[src/rtl/inverter_frame_codec_crc16_macros.svh]
// Assertion macros for the inverter frame codec.
// Both macros sample on the rising edge of clk and are disabled while rst is high.
`ifndef INVERTER_FRAME_CODEC_CRC16_MACROS_SVH
`define INVERTER_FRAME_CODEC_CRC16_MACROS_SVH

`ifndef SYNTHESIS

`define IFC_ASSERT_SAME(lbl, pre, post) \
  lbl: assert property (@(posedge clk) disable iff (rst) (pre) |-> (post)) \
    else $error("codec check failed");

`define IFC_ASSERT_NEXT(lbl, pre, post) \
  lbl: assert property (@(posedge clk) disable iff (rst) (pre) |=> (post)) \
    else $error("codec check failed");

`else

`define IFC_ASSERT_SAME(lbl, pre, post)

`define IFC_ASSERT_NEXT(lbl, pre, post)

`endif

`endif

[src/rtl/ifc_pkg.sv]
package ifc_pkg;

  localparam int FRAME_LEN = 10;
  localparam int CRC_LEN   = 8;

  localparam logic [15:0] CRC_INIT = 16'hFFFF;

  localparam logic [7:0] CMD_CW    = 8'h14;
  localparam logic [7:0] CMD_CCW   = 8'h18;
  localparam logic [7:0] CMD_ACCEL = 8'hA0;
  localparam logic [7:0] REPLY_ACK = 8'h06;
  localparam logic [7:0] REPLY_NCK = 8'h15;

  localparam logic ACTION_SEND = 1'b0;
  localparam logic ACTION_RECV = 1'b1;

  localparam logic KIND_TX     = 1'b0;
  localparam logic KIND_REPORT = 1'b1;

  typedef enum logic [1:0] {
    RK_ACK   = 2'd0,
    RK_NCK   = 2'd1,
    RK_OTHER = 2'd2
  } reply_kind_t;

  typedef struct packed {
    logic       valid;
    logic [7:0] data;
    logic       last;
  } tx_word_t;

  typedef struct packed {
    logic        valid;
    logic        crc_ok;
    reply_kind_t reply_kind;
    logic [7:0]  echoed_mode;
    logic [15:0] motor_rpm;
    logic [7:0]  fault_code;
  } rx_report_t;

  // Nibble table for the reflected polynomial 0x8408.
  function automatic logic [15:0] nib_tab(input logic [3:0] n);
    logic [15:0] v;
    case (n)
      4'h0: v = 16'h0000;
      4'h1: v = 16'h1081;
      4'h2: v = 16'h2102;
      4'h3: v = 16'h3183;
      4'h4: v = 16'h4204;
      4'h5: v = 16'h5285;
      4'h6: v = 16'h6306;
      4'h7: v = 16'h7387;
      4'h8: v = 16'h8408;
      4'h9: v = 16'h9489;
      4'hA: v = 16'hA50A;
      4'hB: v = 16'hB58B;
      4'hC: v = 16'hC60C;
      4'hD: v = 16'hD68D;
      4'hE: v = 16'hE70E;
      4'hF: v = 16'hF78F;
      default: v = 16'h0000;
    endcase
    return v;
  endfunction

  // One byte through the CRC, low nibble first.
  function automatic logic [15:0] crc_byte(input logic [15:0] c, input logic [7:0] b);
    logic [15:0] t;
    t = (c >> 4) ^ nib_tab(c[3:0] ^ b[3:0]);
    return (t >> 4) ^ nib_tab(t[3:0] ^ b[7:4]);
  endfunction

endpackage

[src/rtl/ifc_tx.sv]
module ifc_tx (
  input  logic            clk,
  input  logic            rst,
  input  logic            start,
  input  logic            advance,
  input  logic [7:0]      cmd_code,
  input  logic [15:0]     speed_value,
  input  logic [7:0]      accel_value,
  output ifc_pkg::tx_word_t word,
  output logic            busy
);
  import ifc_pkg::*;

  logic [3:0]  idx;
  logic [7:0]  b1;
  logic [7:0]  b2;
  logic [15:0] crc;
  logic [7:0]  b1_next;
  logic [7:0]  b2_next;
  logic [7:0]  cur_byte;
  logic [15:0] crc_inv;

  assign crc_inv = ~crc;

  always_comb begin
    b1_next = 8'h00;
    b2_next = 8'h00;
    if (cmd_code == CMD_CW || cmd_code == CMD_CCW) begin
      b1_next = speed_value[15:8];
      b2_next = speed_value[7:0];
    end else if (cmd_code == CMD_ACCEL) begin
      b1_next = accel_value;
    end
  end

  // Byte zero goes out in the accept cycle; the rest follow from the held frame.
  always_comb begin
    case (idx) inside
      4'd1:                   cur_byte = b1;
      4'd2:                   cur_byte = b2;
      4'(CRC_LEN):            cur_byte = crc_inv[15:8];
      4'(FRAME_LEN - 1):      cur_byte = crc_inv[7:0];
      default:                cur_byte = 8'h00;
    endcase
    word.valid = start || busy;
    word.data  = start ? cmd_code : cur_byte;
    word.last  = !start && (idx == 4'(FRAME_LEN - 1));
  end

  always_ff @(posedge clk) begin
    if (rst) begin
      busy <= 1'b0;
      idx  <= 4'd0;
    end else if (start) begin
      busy <= 1'b1;
      idx  <= 4'd1;
      b1   <= b1_next;
      b2   <= b2_next;
      crc  <= crc_byte(CRC_INIT, cmd_code);
    end else if (busy && advance) begin
      idx <= idx + 4'd1;
      if (idx < 4'(CRC_LEN)) begin
        crc <= crc_byte(crc, cur_byte);
      end
      if (idx == 4'(FRAME_LEN - 1)) begin
        busy <= 1'b0;
      end
    end
  end

endmodule

[src/rtl/ifc_rx.sv]
module ifc_rx (
  input  logic               clk,
  input  logic               rst,
  input  logic               take,
  input  logic [7:0]         rx_byte,
  output ifc_pkg::rx_report_t report
);
  import ifc_pkg::*;

  logic [3:0]  count;
  logic [15:0] crc;
  logic [7:0]  frame [CRC_LEN + 1];
  logic [15:0] held_rpm;
  logic [7:0]  held_fault;
  logic        complete;
  logic        ok;
  logic [15:0] frame_rpm;

  // The tenth byte is the CRC low byte and is used straight from the input.
  assign complete  = (count == 4'(FRAME_LEN - 1));
  assign ok        = (~crc == {frame[CRC_LEN], rx_byte});
  assign frame_rpm = {frame[2], frame[3]};

  always_comb begin
    report.valid       = take && complete;
    report.crc_ok      = ok;
    report.echoed_mode = frame[1];
    if (frame[0] == REPLY_ACK) begin
      report.reply_kind = RK_ACK;
    end else if (frame[0] == REPLY_NCK) begin
      report.reply_kind = RK_NCK;
    end else begin
      report.reply_kind = RK_OTHER;
    end
    report.motor_rpm  = ok ? frame_rpm : held_rpm;
    report.fault_code = ok ? frame[5] : held_fault;
  end

  always_ff @(posedge clk) begin
    if (rst) begin
      count      <= 4'd0;
      crc        <= CRC_INIT;
      held_rpm   <= 16'h0000;
      held_fault <= 8'h00;
    end else if (take) begin
      if (complete) begin
        count <= 4'd0;
        crc   <= CRC_INIT;
        if (ok) begin
          held_rpm   <= frame_rpm;
          held_fault <= frame[5];
        end
      end else begin
        count <= count + 4'd1;
        if (count < 4'(CRC_LEN)) begin
          crc <= crc_byte(crc, rx_byte);
        end
      end
    end
  end

  always_ff @(posedge clk) begin
    if (take && !complete) begin
      frame[count] <= rx_byte;
    end
  end

endmodule

[src/rtl/inverter_frame_codec_crc16.sv]
// Framed command link codec for a motor inverter, CRC-16/X-25 protected.
// Input channel (in_valid/in_ready): one word is either a send request
// (action 0: cmd_code, speed_value, accel_value) or one received link byte
// (action 1: rx_byte). Output channel (out_valid/out_ready): transmit bytes
// (kind 0) and frame reports (kind 1), each from one output register.
// A send yields ten transmit bytes, one per cycle while the receiver takes
// them; byte 0 appears in the cycle after acceptance, and the next word
// can be taken in the cycle after byte 9 is loaded. The serializer runs
// one CRC byte step per cycle while the output advances, over bytes 0 to
// 7. Every tenth received byte yields a report in the next cycle, and none
// for the other nine. Receive bytes can be taken every cycle while no send
// is serialized and the output register is free or being drained. When the
// receiver stalls, the output word holds and in_ready drops until the
// output register frees up. Reset clears the frame counter, receive CRC,
// held speed and fault, and empties the output register.
module inverter_frame_codec_crc16 (
  input  logic        clk,
  input  logic        rst,
  input  logic        in_valid,
  output logic        in_ready,
  input  logic        action,
  input  logic [7:0]  cmd_code,
  input  logic [15:0] speed_value,
  input  logic [7:0]  accel_value,
  input  logic [7:0]  rx_byte,
  output logic        out_valid,
  input  logic        out_ready,
  output logic        kind,
  output logic [7:0]  tx_byte,
  output logic        last,
  output logic        crc_ok,
  output logic [1:0]  reply_kind,
  output logic [7:0]  echoed_mode,
  output logic [15:0] motor_rpm,
  output logic [7:0]  fault_code
);
  import ifc_pkg::*;

  `include "inverter_frame_codec_crc16_macros.svh"

  logic       out_free;
  logic       in_fire;
  logic       start;
  logic       take;
  logic       tx_busy;
  tx_word_t   tx_word;
  rx_report_t rx_rep;

  assign out_free = !out_valid || out_ready;
  assign in_ready = out_free && !tx_busy;
  assign in_fire  = in_valid && in_ready;
  assign start    = in_fire && (action == ACTION_SEND);
  assign take     = in_fire && (action == ACTION_RECV);

  ifc_tx u_tx (
    .clk         (clk),
    .rst         (rst),
    .start       (start),
    .advance     (out_free),
    .cmd_code    (cmd_code),
    .speed_value (speed_value),
    .accel_value (accel_value),
    .word        (tx_word),
    .busy        (tx_busy)
  );

  ifc_rx u_rx (
    .clk     (clk),
    .rst     (rst),
    .take    (take),
    .rx_byte (rx_byte),
    .report  (rx_rep)
  );

  always_ff @(posedge clk) begin
    if (rst) begin
      out_valid <= 1'b0;
    end else if (out_free) begin
      out_valid <= tx_word.valid || rx_rep.valid;
    end
  end

  // A report and a transmit byte never compete: a receive is only taken
  // while the serializer is idle.
  always_ff @(posedge clk) begin
    if (out_free) begin
      if (rx_rep.valid) begin
        kind        <= KIND_REPORT;
        tx_byte     <= 8'h00;
        last        <= 1'b1;
        crc_ok      <= rx_rep.crc_ok;
        reply_kind  <= rx_rep.reply_kind;
        echoed_mode <= rx_rep.echoed_mode;
        motor_rpm   <= rx_rep.motor_rpm;
        fault_code  <= rx_rep.fault_code;
      end else begin
        kind        <= KIND_TX;
        tx_byte     <= tx_word.data;
        last        <= tx_word.last;
        crc_ok      <= 1'b0;
        reply_kind  <= 2'd0;
        echoed_mode <= 8'h00;
        motor_rpm   <= 16'h0000;
        fault_code  <= 8'h00;
      end
    end
  end

  `IFC_ASSERT_NEXT(a_send_busy, start, tx_busy)
  `IFC_ASSERT_SAME(a_last_tx_idle, out_valid && kind == KIND_TX && last, !tx_busy)
  `IFC_ASSERT_SAME(a_report_shape, out_valid && kind == KIND_REPORT, last && tx_byte == 8'h00)

endmodule

[config.mk]
export PLATFORM = sky130hd
export DESIGN_NAME = inverter_frame_codec_crc16
export DESIGN_NICKNAME = d
export VERILOG_FILES = /design/src/rtl/ifc_pkg.sv /design/src/rtl/ifc_tx.sv /design/src/rtl/ifc_rx.sv /design/src/rtl/inverter_frame_codec_crc16.sv
export VERILOG_INCLUDE_DIRS = /design/src /design/src/rtl
export SDC_FILE = /design/constraint.sdc
export NUM_CORES = 1
export LEC_CHECK = 0
export CAP_MARGIN = 20
export CORE_UTILIZATION = 50
export CTS_CLUSTER_DIAMETER = 40
export DETAILED_ROUTE_END_ITERATION = 6
export DONT_BUFFER_PORTS = 1
export PLACE_DENSITY_LB_ADDON = 0.2
export SLEW_MARGIN = 20
export SYNTH_ARGS = -nofsm -noshare
export SYNTH_HDL_FRONTEND = slang
export SYNTH_HIERARCHICAL = 1
export SYNTH_SLANG_ARGS = --single-unit
[constraint.sdc]
create_clock -name clk -period 11.1 [get_ports clk]
set_clock_uncertainty 0.2 [all_clocks]
set_input_delay 1.665 -clock clk [delete_from_list [all_inputs] [get_ports clk]]
set_output_delay 1.665 -clock clk [all_outputs]
set_load 0.005 [all_outputs]
==> metrics.cfg, run 1 <==
[sta]
fmax_mhz=252.1
totalNegativeSetupSlack_ps=0
min_period_over_period_pct=35.74
rsz0062_at_grt=false
maxSlewViolCount=0
max-slew-margin-rel_pct=56.97
fin_ws_ps=7133
final_hold_viol_count=0
setup-violations-final=0
layout_min_cycle_time_ps=3967
tightest_slew_ps=644.7

[grt]
antenna_found_initial=0
grt_util_met3_pct=4.668
globalRoute.busiestLayer=met2
gr-usage-met2_pct=31.47
grt_remaining_overflow=0
grt_max_degree=75
grt_first_pass_wirelength_um=26660
groute.usage.overall_pct=20.06
grt_util_met1_pct=27.60
grt_pass1_vias=4945

[die]
dieArea_um2=17230
num_rows=46
die_height_um=131.3
io_pins=92
start_util_pct=51.85
die-width_um=131.3
core_um2=16120

[clocking]
post-cts-setup-buffers=0
cts.sinks=175
tritoncts=built
cts-resized-gates=0
post_cts_hold_buffer_count=0
worstSkewPairLatency_ps=430
clock_root_buffer=clkbuf_16
cts_max_level=4
clockBufferDepth=2
numCtsBuffers=17
cts.clk_slew.worst_paths_ps=70

[final_layout]
post_route_cells_drive_above_1_share_pct=21.78
antenna_cells=0
layout_overhead_on_the_synthesized_area_pct=8.281
layout.nets=711

[min_path]
worst_hold_path.num_cells=2
min_to=u_rx/held_fault[6]$_SDFFE_PP0P_
hold_class=flip-flop to flip-flop
hold_path_startpoint=u_rx/held_fault[6]$_SDFFE_PP0P_

[setup_path]
crit-reg2reg-launch=out_valid$_SDFFE_PP0P_
rrSetupSlack_ps=7930
setup.worst_path.class=input port to flip-flop
cp-end-kind=flip-flop
cpPeakStageDelay_ps=510
critical_path.most_common_cell=buf_4
slowest_stage=and2_2
critical_path.n_buffers_inverters=3
path_depth=9
r2r_cells=9
crit-reg2reg-capture=u_rx/held_rpm[14]$_SDFFE_PP0P_
worst_ep_required_time_ps=11190
critical_path.startpoint_type=input port
critical-path-top-delay-family=simple AND/OR/NAND/NOR gates
critical_path_maximum_fanout=50
critPathArrivalTime_ps=4050
crit_path_cell_trace=nor2b_2 > inv_2 > buf_4 > and4b_1 > nand2_1 > nor3_2 > buf_4 > and2_2 > o21ai_0

[power]
power.internal_mw=1.104
peakVddDrop_v=0.0001172
combPwrFrac_pct=10.6
pwr-share-seq_pct=51.2
swShare_pct=25.11
switchingPower_uw=370.2
p_per_area_nw_per_um2=163.0
clockPowerShare_pct=38.2
p_leak_nw=3.240

[job]
drv.max_cap_violation_count=0

[placement]
pre_cts_ws_ps=6655
gp_congestion=0.8431
port_buffer_count=0
place_hpwl_um=11200

[synth]
synthMostInstantiatedCell=edfxtp_1
synthesis.area_um2=8356
syn-mean-instance-area_um2=12.42
postSynth.topFlopCell=edfxtp_1
netlist.top_cell.by_area=edfxtp_1
synth_largest_type_area_fraction_pct=44.92
synth.top_cells.by_area=edfxtp_1, dfxtp_1, xnor2_1
synth.distinct_cells=67
net_count_of_the_mapped_netlist=722
synth_edf_count=125
synth_sequential_area_ratio_pct=56.90
postSynth.asyncResetShare_pct=0
synthesis.instances=673
synthTopCellsByCount=edfxtp_1, dfxtp_1, xnor2_1
yosys_warnings=6
ys_seq_elements=175

[routing]
drt_pre_antenna_iters=5
wl_um=16700
wl_per_cell_um=18.75
number_of_nets_with_antenna_violations_after_detailed_routing=0
post_drt_via_cell_ratio=5.652
route.detailed.drc=0
via_count=5036
drt_iter0_drc=521

[outcome]
result_of_the_run=finished, final reports clean

[power by group through the flow]
stage	sequential (mW)	clock, mW	combinational (mW)
5_1_grt	0.757	0.604	0.173
6_report	0.754	0.563	0.157
2_1_floorplan	0.762	0	0.133
3_5_place_dp	0.769	0	0.156
4_1_cts	0.755	0.576	0.157
3_3_place_gp	0.768	0	0.152
[worst max path at each step]
stage,from,to,slack [ps]
2_1_floorplan,out_ready,u_rx/frame[0][0]$_DFFE_PP_,6140
3_3_place_gp,out_ready,u_rx/held_rpm[0]$_SDFFE_PP0P_,6770
3_5_place_dp,out_ready,u_rx/held_rpm[1]$_SDFFE_PP0P_,6660
4_1_cts,out_ready,u_rx/held_rpm[14]$_SDFFE_PP0P_,7100
5_1_grt,out_ready,u_rx/held_rpm[14]$_SDFFE_PP0P_,6900
6_report,out_ready,u_rx/held_rpm[14]$_SDFFE_PP0P_,7130
[worst register-to-register path: cells and delay by family, from the launching register on]
kind | cells | cell delay (ps)
flip-flops | 1 | 320
AND/OR/NAND/NOR | 5 | 1410
buffers and inverters | 3 | 920
AO/OA/AOI/OAI | 1 | 200
[registers in the layout, indices dropped and copies added, names as in the netlist, 16 cells and up]
| name | count |
|---|---|
| u_rx/frame | 48 |
| u_rx/held_rpm | 16 |
| u_rx/crc | 16 |
| motor_rpm | 16 |
| u_tx/crc | 16 |
[cells by family after synthesis]
kind of cell    Yosys count  synth area share [%]
buf+inv                  56                 3.624
flops                   175                 56.90
fa+ha+maj                 4                0.5990
simple gates            220                 17.28
compound gates          121                 10.00
mux                      35                 4.732
xor+xnor                 62                 6.858
[placed cells by master, fill, tap and decap left out, drive strengths merged, types with 2 or more instances in the layout]
| master | netlist | final |
|---|---|---|
| nor2b | 11 | 11 |
| xnor2 | 36 | 36 |
| and3 | 3 | 3 |
| clkbuf | 26 | 18 |
| o31ai | 3 | 3 |
| nor4 | 6 | 6 |
| a221oi | 3 | 3 |
| o21bai | 10 | 10 |
| nand4 | 3 | 3 |
| inv | 12 | 19 |
| nand3b | 3 | 3 |
| edfxtp | 125 | 125 |
| and4 | 2 | 2 |
| ha | 4 | 4 |
| mux2 | 26 | 26 |
| nor2 | 28 | 28 |
| o22ai | 4 | 4 |
| o21ai | 51 | 51 |
| mux2i | 9 | 9 |
| or3b | 2 | 2 |
| nor3 | 20 | 20 |
| nor4b | 2 | 2 |
| xor2 | 26 | 26 |
| clkinvlp | 0 | 4 |
| or2 | 9 | 9 |
| a21oi | 23 | 23 |
| a22oi | 4 | 4 |
| a22o | 11 | 11 |
| o21a | 6 | 6 |
| clkinv | 0 | 3 |
| and2b | 5 | 5 |
| buf | 17 | 14 |
| and2 | 45 | 45 |
| dfxtp | 50 | 50 |
| nand2b | 30 | 30 |
| nand3 | 4 | 4 |
| nand4b | 24 | 24 |
| o211ai | 3 | 3 |
| nand2 | 19 | 19 |
[per-layer routing]
metal / vias to the layer above / part of all wire [%] / routed length (um)
li1: 2410 / - / -
met1: 2491 / 47 / 7890
met2: 124 / 47 / 7879
met3: 11 / 4.5 / 748
met4: 0 / 1.1 / 185
met5: - / 0 / 0
[layout make-up]
| class | count | area [um^2] |
|---|---|---|
| Inverter | 12 | 45.04 |
| Multi-Input combinational cell | 442 | 3309 |
| Sequential cell | 175 | 4755 |
| Clock inverter | 14 | 123.9 |
| Timing Repair Buffer | 14 | 105.1 |
| Tap cell | 216 | 270.3 |
| Clock buffer | 18 | 439.2 |
| Fill cell | 1338 | 7068 |
[stage by stage]
stage          power [mW]  cells  cell area [um^2]  utilization [%]  hold slack, ps
2_1_floorplan      0.8949    673              8356                -           239.7
3_3_place_gp       0.9198    859              8484            52.65           249.3
3_5_place_dp       0.9252    859              8484            52.65           264.7
4_1_cts             1.487    891              9047            56.14           275.5
5_1_grt             1.534    891              9047            56.14           291.0
6_report            1.474    891              9047            56.14           275.8
Note: power is estimated with default switching activity, not from simulation.
==> run 2, diff against run 1 <==
- clock period: 11.1 -> 3.2 ns (I/O delays scaled with it)
==> run 2 against run 1 <==
  * First-iteration DRC count decreased by 19%
  * Critical path depth is the same
  * Routed wire length is 3.2% higher
  * Via count increased by 1.9%
  * Sequential cell count is the same
  * Die area did not move
  * Non-clock buffer count increased by 8
==> metrics.cfg, run 2 (synthesized netlist as in run 1, its figures left out) <==
[job]
drv.max_cap_violation_count=0  ; unchanged

[power]
total_power_draw_mw=5.176  ; +250%
p_per_area_nw_per_um2=563.6  ; +250%
peakVddDrop_v=0.0004172  ; +260%
p_leak_nw=3.283  ; +1.3%

[die]
io_pins=92  ; unchanged
num_rows=46  ; unchanged
core_um2=16120  ; unchanged
die_height_um=131.3  ; unchanged
dieArea_um2=17230  ; unchanged
start_util_pct=51.85  ; unchanged
die-width_um=131.3  ; unchanged

[grt]
grt_pass1_vias=5049  ; +2.1%
grt_remaining_overflow=0  ; unchanged
groute.usage.overall_pct=20.87  ; +0.81 points
grt_max_degree=85  ; +13%
antenna_found_initial=0  ; unchanged
grt_first_pass_wirelength_um=27530  ; +3.3%

[routing]
wl_per_cell_um=19.17  ; +2.3%
drt_pre_antenna_iters=5  ; unchanged
route.detailed.drc=0  ; unchanged
post_drt_via_cell_ratio=5.707  ; +0.98%
number_of_nets_with_antenna_violations_after_detailed_routing=0  ; unchanged
via_count=5131  ; +1.9%
drt_iter0_drc=420  ; -19%
wl_um=17230  ; +3.2%

[setup_path]
critical_path_end=u_tx/crc[8]$_DFFE_PP_
critical_path.startpoint_type=flip-flop
crit-reg2reg-capture=u_tx/crc[8]$_DFFE_PP_
cp-end-kind=flip-flop
critical_path_maximum_fanout=10  ; -80%
crit_path_cell_trace=inv_1 > ha_1 > nor3b_4 > nand2b_1 > and3_1 > a21oi_4 > xor2_2 > xor2_1 > mux2i_1
crit-reg2reg-launch=u_tx/idx[1]$_SDFFE_PP0P_
rrSetupSlack_ps=470  ; -7460 ps
slowest_stage=ha_1
critPathArrivalTime_ps=2700  ; -1350 ps
setup.worst_path.class=flip-flop to flip-flop
critPathLaunch=u_tx/idx[1]$_SDFFE_PP0P_
cpPeakStageDelay_ps=380  ; -130 ps
worst_ep_required_time_ps=3170  ; -8020 ps
r2r_cells=9  ; unchanged

[sta]
tightest_slew_ps=942.8  ; +298.0 ps
layout_min_cycle_time_ps=2729
min_period_over_period_pct=85.28
fmax_mhz=366.4
max-slew-margin-rel_pct=36.63  ; -20 points
setup-violations-final=0  ; unchanged
fin_ws_ps=471.0  ; -6662 ps
rsz0062_at_grt=false
whs_ps=38.28  ; -237.6 ps
final_hold_viol_count=0  ; unchanged
maxSlewViolCount=0  ; unchanged

[placement]
pre_cts_ws_ps=382.1  ; -6273 ps
place_hpwl_um=11080  ; -1.1%
gp_congestion=0.8801  ; +4.4%
placed_cell_area_um2=8526  ; +0.49%
port_buffer_count=0  ; unchanged

[final_layout]
most-common-layout-cells=edfxtp_1, dfxtp_1, xnor2_1
largest_register_ff_count=48  ; unchanged
regMostFlops=u_rx/frame
post_route_cells_drive_above_1_share_pct=21.38  ; -0.40 points
num-fill-cells=1326  ; -0.90%
postLayoutCoreUtil_pct=56.99  ; +0.85 points
layout_overhead_on_the_synthesized_area_pct=9.913
most_common_cell_after_layout_fill_and_taps_aside=edfxtp_1
fin_area_um2=9184  ; +1.5%
antenna_cells=0  ; unchanged
layout.nets=719  ; +1.1%

[min_path]
hold_class=input port to flip-flop

[clocking]
cts.clk_slew.worst_paths_ps=70  ; about the same
worstSkewPairLatency_ps=430  ; about the same
cts.sinks=175  ; unchanged
tritoncts=built
cts-resized-gates=0  ; unchanged
cts_max_level=4  ; unchanged
clock_root_buffer=clkbuf_16
numCtsBuffers=17  ; unchanged
clockBufferDepth=2  ; unchanged

[outcome]
result_of_the_run=finished, final reports clean

[run 2: cell count changes in the layout (fill, tap and decap cells not counted), moves of 2 or more]
cell and delta:
buf_4 -4, dlygate4sd3_1 +9, clkbuf_1 +2, clkinv_4 +2, buf_12 +3
[run 2: worst max-delay path, delay by kind of cell (launching register included)]
| kind | cells | cell delay (ps) |
|---|---|---|
| AOI/OAI and AO/OA | 1 | 200 |
| xor gates and xnor gates | 2 | 420 |
| adders and majority gates | 1 | 380 |
| buffers and inverters | 1 | 90 |
| DFF | 1 | 350 |
| muxes | 1 | 90 |
| and+or+nand+nor | 3 | 750 |
[run 2: power breakdown]
part           switching (mW)  internal (mW)
sequential             0.0746           2.55
clock                   0.896           1.09
combinational           0.313          0.256
[run 2: cell type report]
| class | count | area [um^2] | area share [%] |
|---|---|---|---|
| tap | 216 | 270.3 | 2.943 |
| inverter | 12 | 48.80 | 0.5313 |
| multi-input combinational | 442 | 3322 | 36.17 |
| sequential | 175 | 4755 | 51.77 |
| timing repair buffer | 22 | 225.2 | 2.452 |
| clock inverter | 13 | 130.1 | 1.417 |
| clock buffer | 19 | 432.9 | 4.714 |
[run 2: how the worst min path moves through the flow]
stage	from	to	slack [ps]	depth (start not counted)
global route	rst	u_rx/held_rpm[9]$_SDFFE_PP0P_	20	2
detailed placement	u_rx/held_fault[1]$_SDFFE_PP0P_	u_rx/held_fault[1]$_SDFFE_PP0P_	260	2
finish	rst	u_rx/held_fault[4]$_SDFFE_PP0P_	40	2
CTS	rst	u_rx/held_fault[4]$_SDFFE_PP0P_	20	2
floorplan	u_rx/held_fault[1]$_SDFFE_PP0P_	u_rx/held_fault[1]$_SDFFE_PP0P_	240	2
global placement	u_rx/held_rpm[4]$_SDFFE_PP0P_	u_rx/held_rpm[4]$_SDFFE_PP0P_	250	2
[run 2: repair_timing]
action                    CTS  global route
hold buffers                9             0
buffers inserted            0             0
hold endpoints to repair   72             0
[run 2: stage by stage]
stage / instances / TNS (ps)
finish: 899 / 0
global placement: 858 / 0
detailed placement: 858 / 0
floorplan: 673 / -324.6
global route: 899 / 0
CTS: 899 / 0
[run 2: metal layers]
metal	GRT usage, %	vias up	part of all wire (%)
li1	-	2422	-
met1	28.49	2535	47
met2	32.36	153	46
met3	5.324	21	5.5
met4	7.106	0	1.6
met5	0	-	0
